### config.mk
export PLATFORM = sky130hd
export DESIGN_NAME = disc_controller_host_port_top
export DESIGN_NICKNAME = d
export VERILOG_FILES = /design/src/rtl/core/dchp_pkg.sv /design/src/rtl/core/disc_controller_host_port_top.sv
export VERILOG_INCLUDE_DIRS = /design/src /design/src/rtl/core
export SDC_FILE = /design/constraint.sdc
export NUM_CORES = 1
export LEC_CHECK = 0
export ABC_AREA = 1
export BUFFER_PORTS_ARGS = -buffer_cell sky130_fd_sc_hd__buf_2
export CORE_UTILIZATION = 60
export DETAILED_ROUTE_END_ITERATION = 8
export PLACE_DENSITY = 0.8
export SETUP_SLACK_MARGIN = 0.02
export SLEW_MARGIN = 20
export SYNTH_ARGS = -nofsm -noshare
export SYNTH_HDL_FRONTEND = slang
export SYNTH_SLANG_ARGS = --single-unit
### constraint.sdc
create_clock -name clk -period 3.7 [get_ports clk]
set_input_delay 1.11 -clock clk [delete_from_list [all_inputs] [get_ports clk]]
set_output_delay 1.11 -clock clk [all_outputs]
set_load 0.05 [all_outputs]
### src/rtl/core/assert_macros.svh
// Assertion macros for the disc controller host port RTL.
// Each macro expects signals named clk and rst_n in the including module.
`ifndef ASSERT_MACROS_SVH
`define ASSERT_MACROS_SVH

// A condition that must hold at every clock edge outside reset.
`define DCHP_ASSERT_ALWAYS(lbl, cond, msg) \
    lbl: assert property (@(posedge clk) disable iff (!rst_n) (cond)) else $error(msg);

// An antecedent that implies a consequent in the same cycle.
`define DCHP_ASSERT_IMPLY(lbl, ante, cons, msg) \
    lbl: assert property (@(posedge clk) disable iff (!rst_n) (ante) |-> (cons)) \
        else $error(msg);

`endif

### src/rtl/core/dchp_pkg.sv
// Package for the disc controller host port: register and command codes,
// handshake state type and the fixed test response strings. No dependencies.
package dchp_pkg;

    // Access kinds.
    localparam logic ACC_READ  = 1'b0;
    localparam logic ACC_WRITE = 1'b1;

    // Register map.
    localparam logic [1:0] REG_STATUS  = 2'd0;
    localparam logic [1:0] REG_DATA    = 2'd1;
    localparam logic [1:0] REG_PARAM   = 2'd2;
    localparam logic [1:0] REG_CONTROL = 2'd3;

    // Command indexes; indexes at or above CMD_COUNT are ignored.
    localparam logic [7:0] CMD_INIT  = 8'h0A;
    localparam logic [7:0] CMD_TEST  = 8'h19;
    localparam logic [7:0] CMD_COUNT = 8'd31;

    // Status values and byte masks.
    localparam logic [7:0] STAT_INIT_DONE = 8'h02;
    localparam logic [7:0] STAT_TEST_DONE = 8'h03;
    localparam logic [7:0] STAT_RESP_BIT  = 8'h20;
    localparam logic [7:0] STAT_FIXED_ONES = 8'h0F;
    localparam logic [7:0] HS_MAGIC       = 8'h07;
    localparam logic [7:0] CTRL_CLEAR     = 8'h00;
    localparam logic [7:0] CTRL_ARM       = 8'h01;

    // Response buffer geometry.
    localparam int unsigned RESP_DEPTH = 8;
    localparam logic [3:0]  RESP_END   = 4'd8;

    // Test subcodes and the strings they load.
    localparam logic [7:0] TEST_SUB_A = 8'h20;
    localparam logic [7:0] TEST_SUB_B = 8'h22;
    localparam logic [7:0] TEST_SUB_C = 8'h23;
    localparam logic [3:0] TEST_LEN_A = 4'd4;
    localparam logic [3:0] TEST_LEN_BC = 4'd8;

    localparam logic [0:7][7:0] TEST_BYTES_A =
        {8'h98, 8'h06, 8'h10, 8'hC3, 8'h00, 8'h00, 8'h00, 8'h00};
    localparam logic [0:7][7:0] TEST_BYTES_B =
        {8'h66, 8'h6F, 8'h72, 8'h20, 8'h45, 8'h75, 8'h72, 8'h6F};
    localparam logic [0:7][7:0] TEST_BYTES_C =
        {8'h43, 8'h58, 8'h44, 8'h32, 8'h39, 8'h34, 8'h30, 8'h51};

    // Reset handshake sequencer.
    typedef enum logic [2:0] {
        HS_IDLE  = 3'b001,
        HS_ARMED = 3'b010,
        HS_READY = 3'b100
    } hs_state_t;

endpackage

### src/rtl/core/disc_controller_host_port_top.sv
// Top level of the disc controller host port: register decode, buffers and
// the reset handshake. Depends on dchp_pkg and assert_macros.svh.
//
//   Channel | Handshake                 | Beat payload
//   --------+---------------------------+------------------------------------
//   in      | in_valid  / in_stall out  | opcode, register_select, write_byte
//   out     | out_valid / out_stall in  | read_byte, command_interrupt
//
// One access is accepted every cycle while in_stall is low. An accepted access is
// loaded into the input register first and then into the result register, from
// which the result beat is taken.
// The valid bits and all port state clear on the asynchronous active-low rst_n.
// A stall on the out side holds the result register; the input register then
// stays full and in_stall rises until the result beat is taken.
`include "assert_macros.svh"

module disc_controller_host_port_top #(
    parameter int unsigned PARAM_DEPTH = 8
) (
    input  logic       clk,
    input  logic       rst_n,
    input  logic       in_valid,
    output logic       in_stall,
    input  logic       opcode,
    input  logic [1:0] register_select,
    input  logic [7:0] write_byte,
    output logic       out_valid,
    input  logic       out_stall,
    output logic [7:0] read_byte,
    output logic       command_interrupt
);

    localparam int unsigned PTR_W = $clog2(PARAM_DEPTH);
    localparam logic [PTR_W-1:0] PTR_LAST = PTR_W'(PARAM_DEPTH - 1);
    localparam int unsigned RESP_DEPTH_L = dchp_pkg::RESP_DEPTH;

    // Input beat register.
    logic       in_valid_reg;
    logic       opcode_reg;
    logic [1:0] reg_sel_reg;
    logic [7:0] wdata_reg;

    // Result beat register.
    logic       out_valid_reg;
    logic [7:0] read_byte_reg,  read_byte_next;
    logic       irq_reg,        irq_next;

    // Port state.
    logic [7:0]       param_buf_reg  [PARAM_DEPTH];
    logic [7:0]       param_buf_next [PARAM_DEPTH];
    logic [PTR_W-1:0] param_ptr_reg,  param_ptr_next;
    logic [7:0]       resp_buf_reg   [RESP_DEPTH_L];
    logic [7:0]       resp_buf_next  [RESP_DEPTH_L];
    logic [3:0]       resp_ptr_reg,   resp_ptr_next;
    logic [3:0]       resp_cnt_reg,   resp_cnt_next;
    logic             resp_rdy_reg,   resp_rdy_next;
    dchp_pkg::hs_state_t hs_reg,      hs_next;
    logic [7:0]       cmd_stat_reg,   cmd_stat_next;
    logic [7:0]       port_stat_reg,  port_stat_next;

    logic advance;
    logic in_take;
    logic [3:0] ptr_step;
    logic [0:7][7:0] load_bytes;
    logic [3:0] load_len;
    logic load_en;

    // Flow control: the input beat moves on when the result register is free.
    assign advance  = in_valid_reg && (!out_valid_reg || !out_stall);
    assign in_stall = in_valid_reg && !advance;
    assign in_take  = in_valid && !in_stall;

    assign out_valid         = out_valid_reg;
    assign read_byte         = read_byte_reg;
    assign command_interrupt = irq_reg;

    // Test string selection from the first parameter byte.
    always_comb
    begin
        load_bytes = dchp_pkg::TEST_BYTES_A;
        load_len   = dchp_pkg::TEST_LEN_A;
        load_en    = 1'b0;
        case (param_buf_reg[0])
            dchp_pkg::TEST_SUB_A:
            begin
                load_en = 1'b1;
            end
            dchp_pkg::TEST_SUB_B:
            begin
                load_bytes = dchp_pkg::TEST_BYTES_B;
                load_len   = dchp_pkg::TEST_LEN_BC;
                load_en    = 1'b1;
            end
            dchp_pkg::TEST_SUB_C:
            begin
                load_bytes = dchp_pkg::TEST_BYTES_C;
                load_len   = dchp_pkg::TEST_LEN_BC;
                load_en    = 1'b1;
            end
            default:
            begin
                load_en = 1'b0;
            end
        endcase
    end

    // Access decode and next state for the beat in the input register.
    always_comb
    begin
        param_buf_next = param_buf_reg;
        param_ptr_next = param_ptr_reg;
        resp_buf_next  = resp_buf_reg;
        resp_ptr_next  = resp_ptr_reg;
        resp_cnt_next  = resp_cnt_reg;
        resp_rdy_next  = resp_rdy_reg;
        hs_next        = hs_reg;
        cmd_stat_next  = cmd_stat_reg;
        port_stat_next = port_stat_reg;
        read_byte_next = 8'h00;
        irq_next       = 1'b0;
        ptr_step       = resp_ptr_reg;

        if (opcode_reg == dchp_pkg::ACC_READ)
        begin
            case (reg_sel_reg)
                dchp_pkg::REG_STATUS:
                begin
                    if (resp_rdy_reg && resp_cnt_reg != 4'd0)
                        port_stat_next = port_stat_reg | dchp_pkg::STAT_RESP_BIT;
                    else
                        port_stat_next = port_stat_reg & ~dchp_pkg::STAT_RESP_BIT;
                    read_byte_next = port_stat_next | dchp_pkg::STAT_FIXED_ONES;
                end
                dchp_pkg::REG_DATA:
                begin
                    // Drain one response byte; the pointer stops at the end.
                    if (resp_rdy_reg && resp_cnt_reg != 4'd0
                        && resp_ptr_reg != dchp_pkg::RESP_END)
                        read_byte_next = resp_buf_reg[resp_ptr_reg[2:0]];
                    if (resp_rdy_reg)
                    begin
                        if (resp_ptr_reg != dchp_pkg::RESP_END)
                            ptr_step = resp_ptr_reg + 4'd1;
                        resp_ptr_next = ptr_step;
                        if (ptr_step == resp_cnt_reg)
                            resp_rdy_next = 1'b0;
                    end
                end
                dchp_pkg::REG_CONTROL:
                begin
                    read_byte_next = cmd_stat_reg;
                end
                default:
                begin
                    read_byte_next = 8'h00;
                end
            endcase
        end
        else
        begin
            case (reg_sel_reg)
                dchp_pkg::REG_STATUS:
                begin
                    param_ptr_next = '0;
                    if (wdata_reg == dchp_pkg::CTRL_CLEAR)
                        resp_rdy_next = 1'b0;
                    else if (wdata_reg[0])
                        resp_rdy_next = 1'b1;
                    if (wdata_reg == dchp_pkg::CTRL_ARM)
                        hs_next = dchp_pkg::HS_ARMED;
                end
                dchp_pkg::REG_DATA:
                begin
                    // Command write: always interrupts, runs Init or Test.
                    irq_next = 1'b1;
                    if (wdata_reg < dchp_pkg::CMD_COUNT)
                    begin
                        if (wdata_reg == dchp_pkg::CMD_INIT)
                        begin
                            resp_ptr_next    = 4'd0;
                            resp_cnt_next    = 4'd1;
                            cmd_stat_next    = dchp_pkg::STAT_INIT_DONE;
                            resp_buf_next[0] = dchp_pkg::STAT_INIT_DONE;
                        end
                        else if (wdata_reg == dchp_pkg::CMD_TEST)
                        begin
                            cmd_stat_next = dchp_pkg::STAT_TEST_DONE;
                            if (load_en)
                            begin
                                resp_ptr_next = 4'd0;
                                resp_cnt_next = load_len;
                                for (int i = 0; i < RESP_DEPTH_L; i++)
                                begin
                                    if (4'(i) < load_len)
                                        resp_buf_next[i] = load_bytes[i];
                                end
                            end
                        end
                    end
                end
                dchp_pkg::REG_PARAM:
                begin
                    if (hs_reg == dchp_pkg::HS_READY && wdata_reg == dchp_pkg::HS_MAGIC)
                    begin
                        param_ptr_next = '0;
                        resp_rdy_next  = 1'b1;
                        hs_next        = dchp_pkg::HS_IDLE;
                        cmd_stat_next  = 8'h00;
                        port_stat_next = (resp_cnt_reg != 4'd0) ?
                                         dchp_pkg::STAT_RESP_BIT : 8'h00;
                    end
                    else
                    begin
                        hs_next = dchp_pkg::HS_IDLE;
                        param_buf_next[param_ptr_reg] = wdata_reg;
                        if (param_ptr_reg != PTR_LAST)
                            param_ptr_next = param_ptr_reg + PTR_W'(1);
                    end
                end
                dchp_pkg::REG_CONTROL:
                begin
                    if (wdata_reg == dchp_pkg::HS_MAGIC && hs_reg == dchp_pkg::HS_ARMED)
                        hs_next = dchp_pkg::HS_READY;
                    else
                        hs_next = dchp_pkg::HS_IDLE;
                end
                default:
                begin
                    hs_next = hs_reg;
                end
            endcase
        end
    end

    // Input beat register: control bit.
    always_ff @(posedge clk or negedge rst_n)
    begin
        if (!rst_n)
            in_valid_reg <= 1'b0;
        else if (in_take)
            in_valid_reg <= 1'b1;
        else if (advance)
            in_valid_reg <= 1'b0;
    end

    // Input beat register: payload.
    always_ff @(posedge clk)
    begin
        if (in_take)
        begin
            opcode_reg  <= opcode;
            reg_sel_reg <= register_select;
            wdata_reg   <= write_byte;
        end
    end

    // Result beat register: control bit.
    always_ff @(posedge clk or negedge rst_n)
    begin
        if (!rst_n)
            out_valid_reg <= 1'b0;
        else if (advance)
            out_valid_reg <= 1'b1;
        else if (!out_stall)
            out_valid_reg <= 1'b0;
    end

    // Result beat register: payload.
    always_ff @(posedge clk)
    begin
        if (advance)
        begin
            read_byte_reg <= read_byte_next;
            irq_reg       <= irq_next;
        end
    end

    // Port state, updated once per processed beat.
    always_ff @(posedge clk or negedge rst_n)
    begin
        if (!rst_n)
        begin
            for (int i = 0; i < PARAM_DEPTH; i++)
                param_buf_reg[i] <= 8'h00;
            for (int i = 0; i < RESP_DEPTH_L; i++)
                resp_buf_reg[i] <= 8'h00;
            param_ptr_reg <= '0;
            resp_ptr_reg  <= 4'd0;
            resp_cnt_reg  <= 4'd0;
            resp_rdy_reg  <= 1'b0;
            hs_reg        <= dchp_pkg::HS_IDLE;
            cmd_stat_reg  <= 8'h00;
            port_stat_reg <= 8'h00;
        end
        else if (advance)
        begin
            param_buf_reg <= param_buf_next;
            resp_buf_reg  <= resp_buf_next;
            param_ptr_reg <= param_ptr_next;
            resp_ptr_reg  <= resp_ptr_next;
            resp_cnt_reg  <= resp_cnt_next;
            resp_rdy_reg  <= resp_rdy_next;
            hs_reg        <= hs_next;
            cmd_stat_reg  <= cmd_stat_next;
            port_stat_reg <= port_stat_next;
        end
    end

    // Checks on the buffer bookkeeping, the result beat and the input stall.
    `DCHP_ASSERT_ALWAYS(a_resp_ptr_range, resp_ptr_reg <= dchp_pkg::RESP_END, "response pointer past end")
    `DCHP_ASSERT_ALWAYS(a_resp_cnt_range, resp_cnt_reg <= dchp_pkg::RESP_END, "response count past end")
    `DCHP_ASSERT_IMPLY(a_irq_no_data, out_valid_reg && irq_reg, read_byte_reg == 8'h00, "interrupt beat carries data")
    `DCHP_ASSERT_IMPLY(a_stall_full, in_stall, in_valid_reg && out_valid_reg && out_stall, "input stalled without back pressure")

endmodule
# Word-level counts from Yosys, hierarchy flattened
# Cells that the tools add are included.
[totals]
elab_cells = 188
in_bits = 15
output_inout_bits = 11
regBits = 177
[classes]
bitwise = 4
n_eq_ne = 29
order_cmp = 12
reduce_logical = 44
n_addsub = 2
mux = 67
[ops]
columns = ["cell", "n"]
rows = [
  ["$mux 8", 21],
  ["$mux 64", 2],
  ["$pmux 64 s2", 1],
  ["$bwmux 64", 1],
  ["$mux 4", 16],
  ["$reduce_and 8->1", 7],
  ["$bmux 8 s3", 1],
  ["$demux 8 s3", 1],
  ["$eq 8x6->1 const B", 3],
  ["$pmux 8 s3", 1],
  ["$reduce_and 6->1", 3],
  ["$reduce_bool 2->1", 9],
  ["$lt 3x4->1 const A", 4],
  ["$pmux 8 s2", 1],
  ["$reduce_and 4->1", 4],
  ["$mux 1", 13],
  ["$mux 3", 4],
  ["$mux 6", 2],
  ["$ne 3x3->1 const B", 4],
  ["$ne 3x1->1 const B", 3],
  ["$pmux 3 s3", 1],
  ["$eq 8x1->1 const B", 1],
  ["$eq 8x3->1 const B", 1],
  ["$eq 8x4->1 const B", 1],
  ["31 further kinds", 53],
]

# Logic depth before layout (Yosys ltp)
[logic_depth]
ltp_word = 10
depth_mapped = 12
ltp_nobuf = 10

# Worst setup path after synthesis
# Ideal clock, no wire load.
[synth_path]
path_kind = "input port to output port"
startpoint = "input port out_stall"
endpoint = "output port in_stall"
setup_slack_ns = 0.709
t_arrival_ns = 1.881
cell_stages = 2
path_cell_list = "nand2_1 nor2_1"
[synth_between]
elab_chain_len = 5
[synth_lines]
columns = ["element", "line", "rtl"]
rows = [
  ["start: declaration", "disc_controller_host_port_top.sv:28", "input logic out_stall,"],
  ["$logic_not 1->1", "-", ""],
  ["$logic_or 1x1->1", "disc_controller_host_port_top.sv:69", "assign advance = in_valid_reg && (!out_valid_reg || !out_stall);"],
  ["$logic_and 1x1->1", "disc_controller_host_port_top.sv:69", ""],
  ["$logic_not 1->1", "disc_controller_host_port_top.sv:70", "assign in_stall = in_valid_reg && !advance;"],
  ["$logic_and 1x1->1", "disc_controller_host_port_top.sv:70", ""],
  ["end: declaration", "disc_controller_host_port_top.sv:23", "output logic in_stall,"],
]
# No other way between the ends.

# Worst setup path in the final report
# Ends and elaborated chain as after synthesis.

==> impl_metrics.py <==
metrics = {
    "status": {
        "status": "complete, no violations",
    },
    "placed_design": {
        "placement.io_buffers": 25,
        "hpwlAfterDp_mm": 4.834,
        "placed_area_um2": 3485,
        "place_congestion": 0.8642,
        "preCtsSetupSlack_ns": 0.9105,
    },
    "worst_setup_path": {
        "cp-startpoint": "out_stall",
        "worstPathArrival_ns": 1.68,
        "required_ns": 2.59,
        "r2r_start": "resp_ptr_reg[0]$_DFFE_PN0P_",
        "path_class": "input port to output port",
        "cp_max_fo": 3,
        "start_kind": "input port",
        "endpoint_kind": "output port",
    },
    "cts": {
        "ctsResizeCount": 0,
        "cts.path.max_buffers": 2,
        "cts_tree": "built",
        "postCtsSetupRepairBufs": 0,
        "htreeDepth": 3,
        "cts-buffers-inserted": 9,
        "clock_latency_ns": 0.35,
        "path_clk_slew_ns": 0.06,
        "cts_root_buf": "clkbuf_8",
        "cts_sinks": 60,
        "cts_hold_buf": 0,
    },
    "drt": {
        "vias": 2757,
        "initialDrtViolationCount": 268,
        "drc": 0,
        "detail-route-antenna-nets": 0,
        "drt_wl_total_mm": 6.823,
        "viasPerCell": 5.470,
        "first_pass_iters": 5,
        "wl_per_cell_um": 13.54,
    },
    "pwr": {
        "power.total_mw": 2.132,
        "p_clk_share_pct": 33.3,
        "peakVddDrop_v": 0.0003807,
        "p_int_mw": 1.409,
        "powerDensity_nw_per_um2": 573.7,
        "power.share.switching_pct": 33.90,
        "power_switching_uw": 722.8,
        "p_comb_share_pct": 25.3,
        "p_leak_nw": 1.808,
        "seqPwrFrac_pct": 41.4,
    },
    "logic_synthesis": {
        "synthDistinctLibCells": 39,
        "synth_area_um2": 3343,
        "postSynthAreaPerCell_um2": 8.275,
        "yosysSeqAreaShare_pct": 47.94,
        "ys_top_cells_by_area": "dfrtp_1, edfxtp_1, nand2_1",
        "ys_ff_latch": 60,
        "postSynthCellCount": 404,
        "ys_warn_count": 0,
        "synth_top_area_share_pct": 29.19,
        "synth_area_leader_cell": "dfrtp_1",
        "synth_nets": 423,
    },
    "die": {
        "core_um2": 5238,
        "die_w_um": 76.65,
        "num_rows": 26,
        "start_util_pct": 63.83,
        "ios": 26,
        "die_area_um2": 5874,
        "fp.dieH_um": 76.65,
    },
    "global_routing": {
        "grt_busiest_layer": "met2",
        "grt_use_total_pct": 26.59,
        "use_met3_pct": 7.425,
        "grt_pass1_vias": 2754,
        "grt-ovfl-total": 0,
        "use_met1_pct": 30.65,
        "grt_start_max_net_pins": 41,
        "grt_pass1_wl_mm": 11.94,
        "antenna_found_initial": 0,
        "met2_usage_pct": 46.67,
    },
    "cells_and_area": {
        "num-nets-final": 448,
        "final_cell_mix": "nand2_1, inv_1, nand3_1, dfrtp_1",
        "num-fill-cells": 430,
        "antenna_cells": 0,
        "final_common_cell": "nand2_1",
        "post-route-util_pct": 70.95,
        "fin_area_um2": 3716,
        "largest_reg_flops": 14,
        "area_growth_pct": 11.15,
        "layout-drive-gt1-share_pct": 18.43,
    },
    "sta": {
        "slew_headroom_pct": 39.52,
        "worst_clock_skew_ns": 0.01154,
        "slew_viol_final": 0,
        "rsz0062_at_grt": "no",
        "worst_pin_slew_ns": 0.9072,
        "post-route-period-util_pct": 75.29,
        "layout_setup_ws_ns": 0.9144,
        "fmax_ghz": 0.3590,
        "fin_crit_ns": 2.786,
        "hold_violations": 0,
        "setup-violations-final": 0,
        "finalSetupTns_ns": 0,
    },
    "min_path": {
        "hp-start": "cmd_stat_reg[1]$_DFFE_PN0P_",
        "hp-class": "flop to flop",
    },
    "flow_run": {
        "maxCapViolations": 0,
    },
}
==> synth_stat cells (all sizes together) <==
library cell,number
o211ai,2
inv,53
nand3b,1
nor2,34
dfstp,1
nor3,7
nand3,42
or2,3
nor4,1
a31oi,2
edfxtp,20
a21oi,17
o22ai,2
nor3b,1
dfrtp,39
o21ai,32
ha,4
o21a,3
nand4,8
o21bai,1
a22oi,1
buf,11
nand2,119
==> through the flow <==
stage | std cells | hold slack, ns
2_1_floorplan | 404 | 0.4425
4_1_cts | 504 | 0.4774
3_3_place_gp | 488 | 0.4578
3_5_place_dp | 488 | 0.4612
6_report | 504 | 0.4771
5_1_grt | 504 | 0.5036
==> layout make-up <==
class | count | area (µm²) | area share (%)
Sequential cell | 60 | 1603 | 43.13
Multi-Input combinational cell | 280 | 1468 | 39.50
Inverter | 53 | 201.4 | 5.421
Clock buffer | 11 | 131.4 | 3.535
Timing Repair Buffer | 25 | 125.1 | 3.367
Clock inverter | 5 | 100.1 | 2.694
Tap cell | 70 | 87.58 | 2.357
==> final timing paths <==
| path | to | slack [ns] | depth (start not counted) |
|---|---|---|---|
| min in group asynchronous | resp_buf_reg[51]$_DFFE_PN0P_ | 0.89 | 1 |
| worst min-delay path | cmd_stat_reg[1]$_DFFE_PN0P_ | 0.48 | 2 |
| worst max-delay path | in_stall | 0.91 | 4 |
| max in group asynchronous | param_ptr_reg[2]$_DFFE_PN0P_ | 2.23 | 1 |
| worst min register to register | cmd_stat_reg[1]$_DFFE_PN0P_ | 0.48 | 2 |
| worst max register to register | read_byte[4]$_SDFFCE_PP0P_ | 1.34 | 7 |
==> power groups by stage <==
stage | sequential [mW] | clock [mW] | combinational [mW]
5_1_grt | 0.898 | 0.747 | 0.614
2_1_floorplan | 0.887 | 0 | 0.431
3_5_place_dp | 0.894 | 0 | 0.532
3_3_place_gp | 0.890 | 0 | 0.513
4_1_cts | 0.882 | 0.713 | 0.535
6_report | 0.884 | 0.710 | 0.538
==> critical path: stages <==
cell and delay (ns):
buf_2 0.08, nand2_1 0.07, nor2_1 0.13, buf_2 0.28
==> cell families after synthesis <==
kind of cell | share of synthesized area, %
buffers and inverters | 8.159
adders and majority gates | 1.497
and+or+nand+nor | 32.56
AOI/OAI and AO/OA | 9.843
DFF | 47.94
==> routing by layer <==
layer	wire length, µm	vias to the layer above
li1	-	1381
met3	368	14
met1	2930	1263
met4	127	0
met2	3395	99
met5	0	-
No activity file was read; power rests on OpenSTA's default activity.
